**src/rtl/core/jfep_pkg.sv**
```systemverilog
package jfep_pkg;

    localparam int CHUNK_W  = 12;
    localparam int HEADER_W = 32;
    localparam int LEN_W    = 32;
    localparam int IDX_W    = 4;

    localparam logic [7:0] MARK_FF  = 8'hFF;
    localparam logic [7:0] MARK_SOI = 8'hD8;
    localparam logic [7:0] MARK_EOI = 8'hD9;

    localparam logic [CHUNK_W-1:0]  CHUNK_SIZE_RST  = 12'd1460;
    localparam logic [HEADER_W-1:0] HEADER_WORD_RST = 32'h5445_5354;

    // fill right after a start marker: header plus FF D8; length: FF D8 only
    localparam logic [CHUNK_W-1:0] SOI_FILL = 12'd6;
    localparam logic [LEN_W-1:0]   SOI_LEN  = 32'd2;

    // position of the final result in each start and end burst
    localparam logic [IDX_W-1:0] SOI_LAST = 4'd5;
    localparam logic [IDX_W-1:0] EOI_LAST = 4'd8;

    typedef enum logic {
        CFG_CHUNK_SIZE  = 1'b0,
        CFG_HEADER_WORD = 1'b1
    } cfg_index_t;

    typedef enum logic [1:0] {
        KIND_DATA,
        KIND_SOI,
        KIND_EOI
    } burst_kind_t;

    // what one accepted byte asks the emitter to send
    typedef struct packed {
        logic              valid;
        burst_kind_t       kind;
        logic [7:0]        data;
        logic              pe;
        logic [LEN_W-1:0]  length;
    } jfep_desc_t;

endpackage

```
**src/rtl/core/jfep_in_if.sv**
```systemverilog
interface jfep_in_if;
    logic       valid;
    logic       ready;
    logic [7:0] fifo_byte;

    modport source (output valid, output fifo_byte, input ready);
    modport sink   (input valid, input fifo_byte, output ready);
endinterface

```
**src/rtl/core/jfep_out_if.sv**
```systemverilog
interface jfep_out_if;
    logic       valid;
    logic       ready;
    logic [7:0] out_byte;
    logic       packet_end;
    logic       frame_end;
    logic       run_last;

    modport source (output valid, output out_byte, output packet_end,
                    output frame_end, output run_last, input ready);
    modport sink   (input valid, input out_byte, input packet_end,
                    input frame_end, input run_last, output ready);
endinterface

```
**src/rtl/core/jfep_parser.sv**
```systemverilog
module jfep_parser
    import jfep_pkg::*;
(
    input  logic               clk,
    input  logic               rst_n,
    input  logic               accept,
    input  logic [7:0]         fifo_byte,
    input  logic [CHUNK_W-1:0] chunk_size,
    output jfep_desc_t         desc
);

    logic               in_frame_reg, in_frame_next;
    logic [7:0]         prev_byte_reg;
    logic [CHUNK_W-1:0] fill_count_reg, fill_count_next;
    logic [LEN_W-1:0]   frame_length_reg, frame_length_next;

    logic [CHUNK_W-1:0] fill_inc;
    logic [LEN_W-1:0]   len_inc;
    logic               prev_ff;

    assign prev_ff  = (prev_byte_reg == MARK_FF);
    assign fill_inc = fill_count_reg + CHUNK_W'(1);
    assign len_inc  = frame_length_reg + LEN_W'(1);

    always_comb
    begin
        in_frame_next     = in_frame_reg;
        fill_count_next   = fill_count_reg;
        frame_length_next = frame_length_reg;
        desc.valid        = 1'b0;
        desc.kind         = KIND_DATA;
        desc.data         = fifo_byte;
        desc.pe           = 1'b0;
        desc.length       = len_inc;
        if (!in_frame_reg)
        begin
            if (prev_ff && fifo_byte == MARK_SOI)
            begin
                desc.valid        = 1'b1;
                desc.kind         = KIND_SOI;
                in_frame_next     = 1'b1;
                fill_count_next   = SOI_FILL;
                frame_length_next = SOI_LEN;
            end
        end
        else
        begin
            desc.valid        = 1'b1;
            frame_length_next = len_inc;
            fill_count_next   = fill_inc;
            if (prev_ff && fifo_byte == MARK_EOI)
            begin
                desc.kind       = KIND_EOI;
                fill_count_next = '0;
                in_frame_next   = 1'b0;
            end
            else if (fill_inc >= chunk_size)
            begin
                desc.pe         = 1'b1;
                fill_count_next = '0;
            end
        end
    end

    always_ff @(posedge clk or negedge rst_n)
    begin
        if (!rst_n)
        begin
            in_frame_reg     <= 1'b0;
            prev_byte_reg    <= '0;
            fill_count_reg   <= '0;
            frame_length_reg <= '0;
        end
        else if (accept)
        begin
            in_frame_reg     <= in_frame_next;
            prev_byte_reg    <= fifo_byte;
            fill_count_reg   <= fill_count_next;
            frame_length_reg <= frame_length_next;
        end
    end

endmodule

```
**src/rtl/core/jfep_emitter.sv**
```systemverilog
module jfep_emitter
    import jfep_pkg::*;
(
    input  logic                clk,
    input  logic                rst_n,
    input  logic                load,
    input  jfep_desc_t          desc,
    input  logic [HEADER_W-1:0] header_word,
    output logic                free,
    jfep_out_if.source          out_ch
);

    logic              busy_reg;
    burst_kind_t       kind_reg;
    logic [7:0]        data_reg;
    logic              pe_reg;
    logic [LEN_W-1:0]  len_reg;
    logic [IDX_W-1:0]  idx_reg;

    logic       last;
    logic [7:0] byte_sel;
    logic       pe_sel;
    logic       fe_sel;
    logic       out_take;

    always_comb
    begin
        byte_sel = data_reg;
        pe_sel   = 1'b0;
        fe_sel   = 1'b0;
        last     = 1'b0;
        case (kind_reg)
            KIND_DATA:
            begin
                pe_sel = pe_reg;
                last   = 1'b1;
            end
            KIND_SOI:
            begin
                last = (idx_reg == SOI_LAST);
                case (idx_reg)
                    4'd0:    byte_sel = header_word[31:24];
                    4'd1:    byte_sel = header_word[23:16];
                    4'd2:    byte_sel = header_word[15:8];
                    4'd3:    byte_sel = header_word[7:0];
                    4'd4:    byte_sel = MARK_FF;
                    default: byte_sel = MARK_SOI;
                endcase
            end
            KIND_EOI:
            begin
                last   = (idx_reg == EOI_LAST);
                pe_sel = last;
                fe_sel = last;
                case (idx_reg)
                    4'd0:    byte_sel = data_reg;
                    4'd5:    byte_sel = len_reg[31:24];
                    4'd6:    byte_sel = len_reg[23:16];
                    4'd7:    byte_sel = len_reg[15:8];
                    4'd8:    byte_sel = len_reg[7:0];
                    default: byte_sel = MARK_FF;
                endcase
            end
            default:
            begin
                last = 1'b1;
            end
        endcase
    end

    assign out_ch.valid      = busy_reg;
    assign out_ch.out_byte   = byte_sel;
    assign out_ch.packet_end = pe_sel;
    assign out_ch.frame_end  = fe_sel;
    assign out_ch.run_last   = last;

    assign out_take = busy_reg && out_ch.ready;
    // a new burst can enter in the cycle the last item of the current one leaves
    assign free     = !busy_reg || (out_take && last);

    always_ff @(posedge clk or negedge rst_n)
    begin
        if (!rst_n)
        begin
            busy_reg <= 1'b0;
            idx_reg  <= '0;
            kind_reg <= KIND_DATA;
        end
        else if (load)
        begin
            busy_reg <= 1'b1;
            idx_reg  <= '0;
            kind_reg <= desc.kind;
        end
        else if (out_take)
        begin
            if (last)
            begin
                busy_reg <= 1'b0;
            end
            idx_reg <= idx_reg + IDX_W'(1);
        end
    end

    always_ff @(posedge clk)
    begin
        if (load)
        begin
            data_reg <= desc.data;
            pe_reg   <= desc.pe;
            len_reg  <= desc.length;
        end
    end

endmodule

```
**src/rtl/core/jpeg_frame_extract_packetizer_top.sv**
```systemverilog
// JPEG frame extractor and packetizer.
// The first result of an item is offered in the cycle after the item is accepted.
// One data byte is taken per cycle while the receiver is ready; a start or end
// marker holds input until its whole burst is out, as there is one result register.
// Reset (rst_n, async low): hunting, counters cleared, chunk_size 1460, header "TEST".
module jpeg_frame_extract_packetizer_top
    import jfep_pkg::*;
(
    input  logic                clk,
    input  logic                rst_n,
    input  logic                cfg_we,
    input  logic                cfg_index,
    input  logic [HEADER_W-1:0] cfg_data,
    jfep_in_if.sink             in_ch,
    jfep_out_if.source          out_ch
);

    logic [CHUNK_W-1:0]  chunk_size_reg;
    logic [HEADER_W-1:0] header_word_reg;
    logic                free;
    logic                accept;
    jfep_desc_t          desc;

    always_ff @(posedge clk or negedge rst_n)
    begin
        if (!rst_n)
        begin
            chunk_size_reg  <= CHUNK_SIZE_RST;
            header_word_reg <= HEADER_WORD_RST;
        end
        else if (cfg_we)
        begin
            case (cfg_index_t'(cfg_index))
                CFG_CHUNK_SIZE:  chunk_size_reg  <= cfg_data[CHUNK_W-1:0];
                CFG_HEADER_WORD: header_word_reg <= cfg_data;
                default:         header_word_reg <= header_word_reg;
            endcase
        end
    end

    assign in_ch.ready = free;
    assign accept      = in_ch.valid && free;

    jfep_parser u_parser (
        .clk        (clk),
        .rst_n      (rst_n),
        .accept     (accept),
        .fifo_byte  (in_ch.fifo_byte),
        .chunk_size (chunk_size_reg),
        .desc       (desc)
    );

    jfep_emitter u_emitter (
        .clk         (clk),
        .rst_n       (rst_n),
        .load        (accept && desc.valid),
        .desc        (desc),
        .header_word (header_word_reg),
        .free        (free),
        .out_ch      (out_ch)
    );

endmodule

```
**src/flat_wrapper.sv**
```systemverilog
// flat-port wrapper written by rule: the top's interface ports become plain ports
module jpeg_frame_extract_packetizer_top_flat import jfep_pkg::*;
  (clk, rst_n, cfg_we, cfg_index, cfg_data, in_ch_valid, in_ch_fifo_byte, in_ch_ready, out_ch_valid, out_ch_out_byte, out_ch_packet_end, out_ch_frame_end, out_ch_run_last, out_ch_ready);
  jfep_in_if in_ch_i ();
  jfep_out_if out_ch_i ();
  input  logic clk;
  input  logic rst_n;
  input  logic cfg_we;
  input  logic cfg_index;
  input  logic [HEADER_W-1:0] cfg_data;
  input wire logic [$bits(in_ch_i.valid)-1:0] in_ch_valid;
  input wire logic [$bits(in_ch_i.fifo_byte)-1:0] in_ch_fifo_byte;
  output wire logic [$bits(in_ch_i.ready)-1:0] in_ch_ready;
  output wire logic [$bits(out_ch_i.valid)-1:0] out_ch_valid;
  output wire logic [$bits(out_ch_i.out_byte)-1:0] out_ch_out_byte;
  output wire logic [$bits(out_ch_i.packet_end)-1:0] out_ch_packet_end;
  output wire logic [$bits(out_ch_i.frame_end)-1:0] out_ch_frame_end;
  output wire logic [$bits(out_ch_i.run_last)-1:0] out_ch_run_last;
  input wire logic [$bits(out_ch_i.ready)-1:0] out_ch_ready;
  assign in_ch_i.valid = in_ch_valid;
  assign in_ch_i.fifo_byte = in_ch_fifo_byte;
  assign in_ch_ready = in_ch_i.ready;
  assign out_ch_valid = out_ch_i.valid;
  assign out_ch_out_byte = out_ch_i.out_byte;
  assign out_ch_packet_end = out_ch_i.packet_end;
  assign out_ch_frame_end = out_ch_i.frame_end;
  assign out_ch_run_last = out_ch_i.run_last;
  assign out_ch_i.ready = out_ch_ready;
  jpeg_frame_extract_packetizer_top u_core (.clk(clk), .rst_n(rst_n), .cfg_we(cfg_we), .cfg_index(cfg_index), .cfg_data(cfg_data), .in_ch(in_ch_i), .out_ch(out_ch_i));
endmodule
```
**config.mk**
```make
export PLATFORM = sky130hd
export DESIGN_NAME = jpeg_frame_extract_packetizer_top_flat
export DESIGN_NICKNAME = d
export VERILOG_FILES = /design/src/rtl/core/jfep_pkg.sv /design/src/rtl/core/jfep_in_if.sv /design/src/rtl/core/jfep_out_if.sv /design/src/rtl/core/jfep_parser.sv /design/src/rtl/core/jfep_emitter.sv /design/src/rtl/core/jpeg_frame_extract_packetizer_top.sv /design/src/flat_wrapper.sv
export SDC_FILE = /design/constraint.sdc
export NUM_CORES = 1
export LEC_CHECK = 0
export BUFFER_PORTS_ARGS = -buffer_cell sky130_fd_sc_hd__buf_4
export CELL_PAD_IN_SITES_DETAIL_PLACEMENT = 0
export CELL_PAD_IN_SITES_GLOBAL_PLACEMENT = 2
export CORE_ASPECT_RATIO = 0.9
export CORE_MARGIN = 1
export CORE_UTILIZATION = 36
export DETAILED_ROUTE_END_ITERATION = 7
export PLACE_DENSITY_LB_ADDON = 0.1
export SYNTH_ARGS = -nofsm -noshare
export SYNTH_HDL_FRONTEND = slang
export SYNTH_SLANG_ARGS = --single-unit
```
**constraint.sdc**
```tcl
create_clock -name clk -period 3.2 [get_ports clk]
set_input_delay 0.96 -clock clk [delete_from_list [all_inputs] [get_ports clk]]
set_output_delay 0.96 -clock clk [all_outputs]
set_load 0.01 [all_outputs]
```
Word level (Yosys, flattened, before mapping)
Index checks and enable logic that the tools add are counted.
{ "totals": {"output_inout_bits": 13, "input_bits": 46, "ff_bits": 145} }
{ "classes": {"n_reduce_logical": 18, "n_bitwise": 2, "eq_ne": 13, "add_sub_neg": 3, "n_lt_le_gt_ge": 1, "mux": 24} }
{ "ops": {"columns": ["op", "count"], "rows": [
  ["case mux 8 bit (5 select lines)", 2],
  ["2-to-1 mux 32 bit", 2],
  ["2-to-1 mux 12 bit", 4],
  ["adder 32 x 1 -> 32 bit (second input constant)", 1],
  ["equality test 8 bit (second input constant)", 3],
  ["equality test 4 x 3 -> 1 bit (second input constant)", 4],
  ["case mux 8 bit (2 select lines)", 1],
  ["adder 12 x 1 -> 12 bit (second input constant)", 1],
  [">= comparator 12 bit", 1],
  ["equality test 4 x 2 -> 1 bit (second input constant)", 2],
  ["2-to-1 mux 1 bit", 8],
  ["2-to-1 mux 4 bit", 2],
  ["AND reduction 2 bit", 4],
  ["logical AND 1 bit", 6],
  ["2-to-1 mux 3 bit", 2],
  ["nonzero test 2 bit", 3],
  ["adder 4 x 1 -> 4 bit (second input constant)", 1],
  ["equality test 4 x 1 -> 1 bit (second input constant)", 1],
  ["equality test 4 bit (second input constant)", 1],
  ["logical NOT 4 bit", 1],
  ["case mux 1 bit (2 select lines)", 2],
  ["equality test 2 x 1 -> 1 bit (second input constant)", 1],
  ["equality test 2 bit (second input constant)", 1],
  ["logical NOT 2 bit", 1],
  ["5 further kinds", 6]
]} }

Depth between registers and ports, before layout
{ "depth": {"ltp_word": 8, "mapped_depth": 13, "depth_no_buf": 12} }

Modules after synthesis
From an unflattened synthesis, not the netlist that was laid out.
{ "unflattened": {"hier_cells": 705, "area_unflattened_um2": 7981.4} }
{ "modules_own_cells": {"columns": ["module", "area_each_um2", "seq_area_each_um2", "n_inst", "cells_each"], "rows": [
  ["jfep_parser", 3693.5, 1326.3, 1, 403],
  ["jfep_emitter", 2479.9, 1406.3, 1, 204],
  ["jpeg_frame_extract_packetizer_top", 1808.0, 1124.8, 1, 98]
]} }

Worst setup path after synthesis
OpenSTA, ideal clock, no wires.
{ "synth_timing": {"path_kind": "register -> register", "start": "register u_core.u_emitter.kind_reg[0]", "end": "register u_core.u_parser.fill_count_reg[1]", "required_ns": 3.071, "setup_time_ns": 0.129, "synth_period_minus_slack_ns": 3.249, "arrival_time_ns": 3.120, "stages_incl_launch_ff": 9, "slack_ns": -0.049, "path_buffers": 1, "cell_sequence": "dfrtp_1 > inv_1 > ha_1 > clkbuf_1 > a31oi_1 > o21ai_1 > o21bai_2 > clkinv_1 > o221a_2"} }
{ "synth_between": {"elab_chain_cells": 6} }
{ "synth_rtl": {"columns": ["element", "line_no", "rtl"], "rows": [
  ["start, declared", "jfep_emitter.sv:14", "burst_kind_t kind_reg;"],
  ["start signal, assigned", "jfep_emitter.sv:93", "kind_reg <= desc.kind;"],
  ["equality test 2 bit / equality test 2 x 1 -> 1 bit (equally long branches)", "jfep_emitter.sv:32", "case (kind_reg)"],
  ["case mux 1 bit (2 select lines) (*)", "jfep_emitter.sv:32", null],
  ["logical AND 1 bit (*)", "jfep_emitter.sv:79", "assign free = !busy_reg || (out_take && last);"],
  ["logical OR 1 bit (*)", "jfep_emitter.sv:79", null],
  ["logical AND 1 bit (*)", "jpeg_frame_extract_packetizer_top.sv:42", "assign accept = in_ch.valid && free;"],
  ["AND reduction 2 bit (no source line) (*)", null, null],
  ["end signal, assigned", "jfep_parser.sv:78", "fill_count_reg <= fill_count_next;"],
  ["end, declared", "jfep_parser.sv:14", "logic [CHUNK_W-1:0] fill_count_reg, fill_count_next;"]
]} }
Mark *: on every way between the ends. The rest lies on a longest branch, timed or not.
A chain may end at the register's enable or synchronous reset.

Worst setup path in the final report
{ "layout_timing": {"start": "register u_core.u_emitter.idx_reg[0]", "end": "output port out_ch_out_byte[3]"} }
{ "layout_between": {"elab_chain_cells": 3} }
{ "layout_rtl": {"columns": ["element", "line_no", "rtl"], "rows": [
  ["start, declared", "jfep_emitter.sv:18", "logic [IDX_W-1:0] idx_reg;"],
  ["start signal, assigned", "jfep_emitter.sv:101", "idx_reg <= idx_reg + IDX_W'(1);"],
  ["equality test 4 bit, or another cell as far along", "jfep_emitter.sv:55", "case (idx_reg)"],
  ["case mux 8 bit (5 select lines), on equally long branches", "jfep_emitter.sv:55, jfep_emitter.sv:41", null],
  ["case mux 8 bit (2 select lines) (*)", "jfep_emitter.sv:32", null],
  ["end, declared", "flat_wrapper.sv:15", "output wire logic [$bits(out_ch_i.out_byte)-1:0] out_ch_out_byte;"]
]} }
Marks and branches as above.

==> impl_metrics.csv <==
group,metric,value,unit
routing,wl_per_cell,18.7,um
floorplan,rows,49,
worst_setup_path,timing.rr.start,"u_core.u_parser.fill_count_reg[4]",
placement,gp_congestion,0.837,
timing,slew-limit-headroom,0.551,
clock_network,cts_inserted_buffers,17,
global_route,global_route.usage.met2,0.288,
routing,viasPerCell,5.34,
power_and_ir_drop,p_leak,0.00397,uW
yosys,synthAdderAreaFrac,0.0355,
global_route,grt_pass1_wl,31.7,mm
power_and_ir_drop,p_per_area,484,nW/um^2
finish,num-fill-cells,1845,
placement,numPortBuffers,58,
timing,fin_crit_sh,1.04,
global_route,met1_usage,0.287,
yosys,yosysWarnings,0,
routing,drtPass1Iterations,5,
yosys,synth_compound_gate_area_share,0.143,
global_route,grt_pass1_vias,5618,
routing,via_count,5528,
clock_network,root_buffer,"clkbuf_16",
worst_hold_path,hold_class,"reg -> reg",
yosys,ys_seq_elements,145,
yosys,ys_types,62,
timing,setup_tns,-0.607,ns
worst_setup_path,crit_path_end_kind,"output pin",
yosys,synth_top_family_by_area,"simple AND/OR/NAND/NOR gates",
yosys,syn_avg_cell_area,10.7,um^2
floorplan,die_h,138,um
worst_setup_path,cp.required,2.24,ns
global_route,grtUsageTotal,0.195,
global_route,antenna_found_initial,0,
clock_network,clock_path_buffers,2,
timing,final.min_clock_period,3.32,ns
worst_setup_path,crit_arrival,2.36,ns
timing,max_freq,301,MHz
yosys,syn-cell-area,7410,um^2
run,maxCapViolations,0,
yosys,synthMuxAreaShare,0.0623,
finish,final_cell_mix,"buf_4 (84), dfrtp_1 (83), nand2_1 (67), o21ai_0 (49)",
clock_network,clkLatencyLatePin,0.42,ns
clock_network,cts_htree_levels,4,
clock_network,cts_sinks,145,
placement,place_area,8300,um^2
yosys,yosys.area.top_type,"dfrtp_1",
routing,final_antenna_net_count,0,
floorplan,coreArea,20000,um^2
yosys,synth-main-ff-cell,"dfrtp_1",
clock_network,cts_tree,"yes",
timing,skew,0.00998,ns
power_and_ir_drop,total_power,4450,uW
yosys,yosysSeqAreaShare,0.521,
placement,post-place-cells,1001,
finish,fin_cells,1036,
yosys,synth_cells,695,
yosys,synth_xor_xnor_area_share,0.0473,
clock_network,clk_pin_slew,0.06,ns
finish,final_common_cell,"buf_4",
worst_setup_path,startpoint,"u_core.u_emitter.idx_reg[0]",
timing,hold_viol_final,0,
global_route,use_met3,0.0433,
routing,wirelength,19.3,mm
outcome,status,"finished with violations",
routing,post-route-drc-count,0,
routing,drt-initial-drc-count,371,
timing,max_slew.worst_pin.slew,0.672,ns
finish,layout.nets,835,
yosys,synthArstFlopShare,0.717,
finish,final_cell_area,9180,um^2
global_route,grt_remaining_overflow,0,
worst_setup_path,crit_type,"reg -> out",
floorplan,initial_core_util,0.370,
worst_setup_path,cp-start-kind,"flop",
placement,dp.final_hpwl,14.2,mm
finish,layout-drive-gt1-share,0.310,
power_and_ir_drop,ir_worst_vdd,0.265,mV
timing,finalMaxSlewViolations,0,
yosys,syn_nets,762,
yosys,synthSimpleGateAreaFrac,0.155,
outcome,violations,"setup timing",
global_route,busiest_layer,"met2",
clock_network,cts_hold_buf,0,
yosys,synth_edf_count,41,
floorplan,die_area,21200,um^2
yosys,synth_area_leaders,"dfrtp_1 (29%), edfxtp_1 (17%), dfstp_2 (6.7%)",
worst_hold_path,min_from,"u_core.u_parser.prev_byte_reg[4]",
finish,antenna_cells,0,
timing,whs,0.504,ns
global_route,grt_max_degree,45,
worst_setup_path,cp_max_fo,7,
timing,setup_viol_count_final,7,
timing,fin_ws,-0.118,ns
yosys,yosysTopAreaCellShare,0.287,
floorplan,die_w,153,um
floorplan,io_pins,59,
finish,syn_to_final_growth,23.9,%
timing,rsz0062_at_grt,"yes",
stage by stage:
| stage | setup slack [ns] | utilization |
|---|---|---|
| finish | -0.118 | 0.458 |
| global route | -0.220 | 0.458 |
| CTS | -0.147 | 0.455 |
| detailed placement | 0.0476 | 0.414 |
| global placement | 0.0642 | 0.414 |
| floorplan | 0.186 | - |
final cells by class:
type,count,area (um^2),area share
Inverter,29,110,0.0120
Clock buffer,22,522,0.0568
Multi-Input combinational cell,484,3490,0.380
Clock inverter,10,115,0.0125
Sequential cell,145,3860,0.420
Timing Repair Buffer,91,762,0.0830
Tap cell,255,319,0.0348
logic make-up (layout without fill, tap and decap cells):
group / after synthesis / count (layout)
AO/OA/AOI/OAI: 159 / 159
AND/OR/NAND/NOR: 223 / 223
flip-flops: 145 / 145
XOR/XNOR: 40 / 40
adder cells (fa/ha/maj): 21 / 21
buffers and inverters: 66 / 152
multiplexers: 41 / 41
power by group:
group | total, uW | internal (uW) | leakage [uW] | switching, uW
registers | 2060 | 2010 | 0.00173 | 48.4
clock network | 2120 | 1320 | 0.000320 | 799
logic | 263 | 137 | 0.00191 | 126
total | 4450 | 3470 | 0.00397 | 974
metal layers:
metal | share of wire | up-vias
met4 | 0.0097 | 0
met1 | 0.51 | 2729
met5 | 0 | -
met2 | 0.44 | 103
li1 | - | 2682
met3 | 0.040 | 14
worst paths after layout:
check / cells past startpoint / to / slack [ns]
min in group asynchronous: 1 / u_core.u_parser.prev_byte_reg[7] / 0.55
min reg2reg: 1 / u_core.u_parser.prev_byte_reg[4] / 0.50
max: 10 / out_ch_out_byte[3] / -0.12
max reg2reg: 13 / u_core.u_parser.fill_count_reg[8] / 0.27
min: 1 / u_core.u_parser.prev_byte_reg[4] / 0.50
max in group asynchronous: 2 / u_core.header_word_reg[12] / 1.85
cell usage after synthesis (2+ instances only):
cell type	count
dfstp_2	19
o221a_2	2
nand3_1	33
a32o_1	5
nand4b_1	2
nor2b_1	9
a22oi_1	20
inv_1	28
a221oi_1	7
xor2_1	16
o22a_1	2
o21ai_0	52
a21oi_1	21
ha_1	21
o31ai_1	12
buf_1	3
nand2_1	67
and4_2	2
nor4_1	4
a22o_1	8
buf_2	6
nor2_1	41
and2_0	2
or4_1	2
dfrtp_1	85
nand4_2	2
nand4_1	12
mux2_2	41
a32oi_1	3
nor3_1	5
o211ai_1	3
clkbuf_2	2
xnor2_1	24
buf_4	2
and2_1	11
a21o_1	2
a211o_1	3
edfxtp_1	41
or3_1	4
a31oi_1	11
and3_1	9
clkbuf_1	23
or2_2	6
nand2b_1	4
repair_timing:
action | 4_1_cts | 5_1_grt
buffers inserted | 2 | 1
endpoints found under the setup margin | 9 | 19
pin swaps | 14 | 5
endpoints found under the hold margin | 0 | 0
resized for setup | 42 | 13
worst max-delay path: stages (launching register included):
cell and delay (ns):
dfrtp_1 0.41, buf_4 0.15, ha_4 0.17, or3_4 0.36, a21oi_2 0.15, buf_6 0.17
a221oi_2 0.05, nand3_1 0.09, a22oi_1 0.07, a21oi_1 0.17, buf_4 0.15
Note: power is estimated with default switching activity, not from simulation.
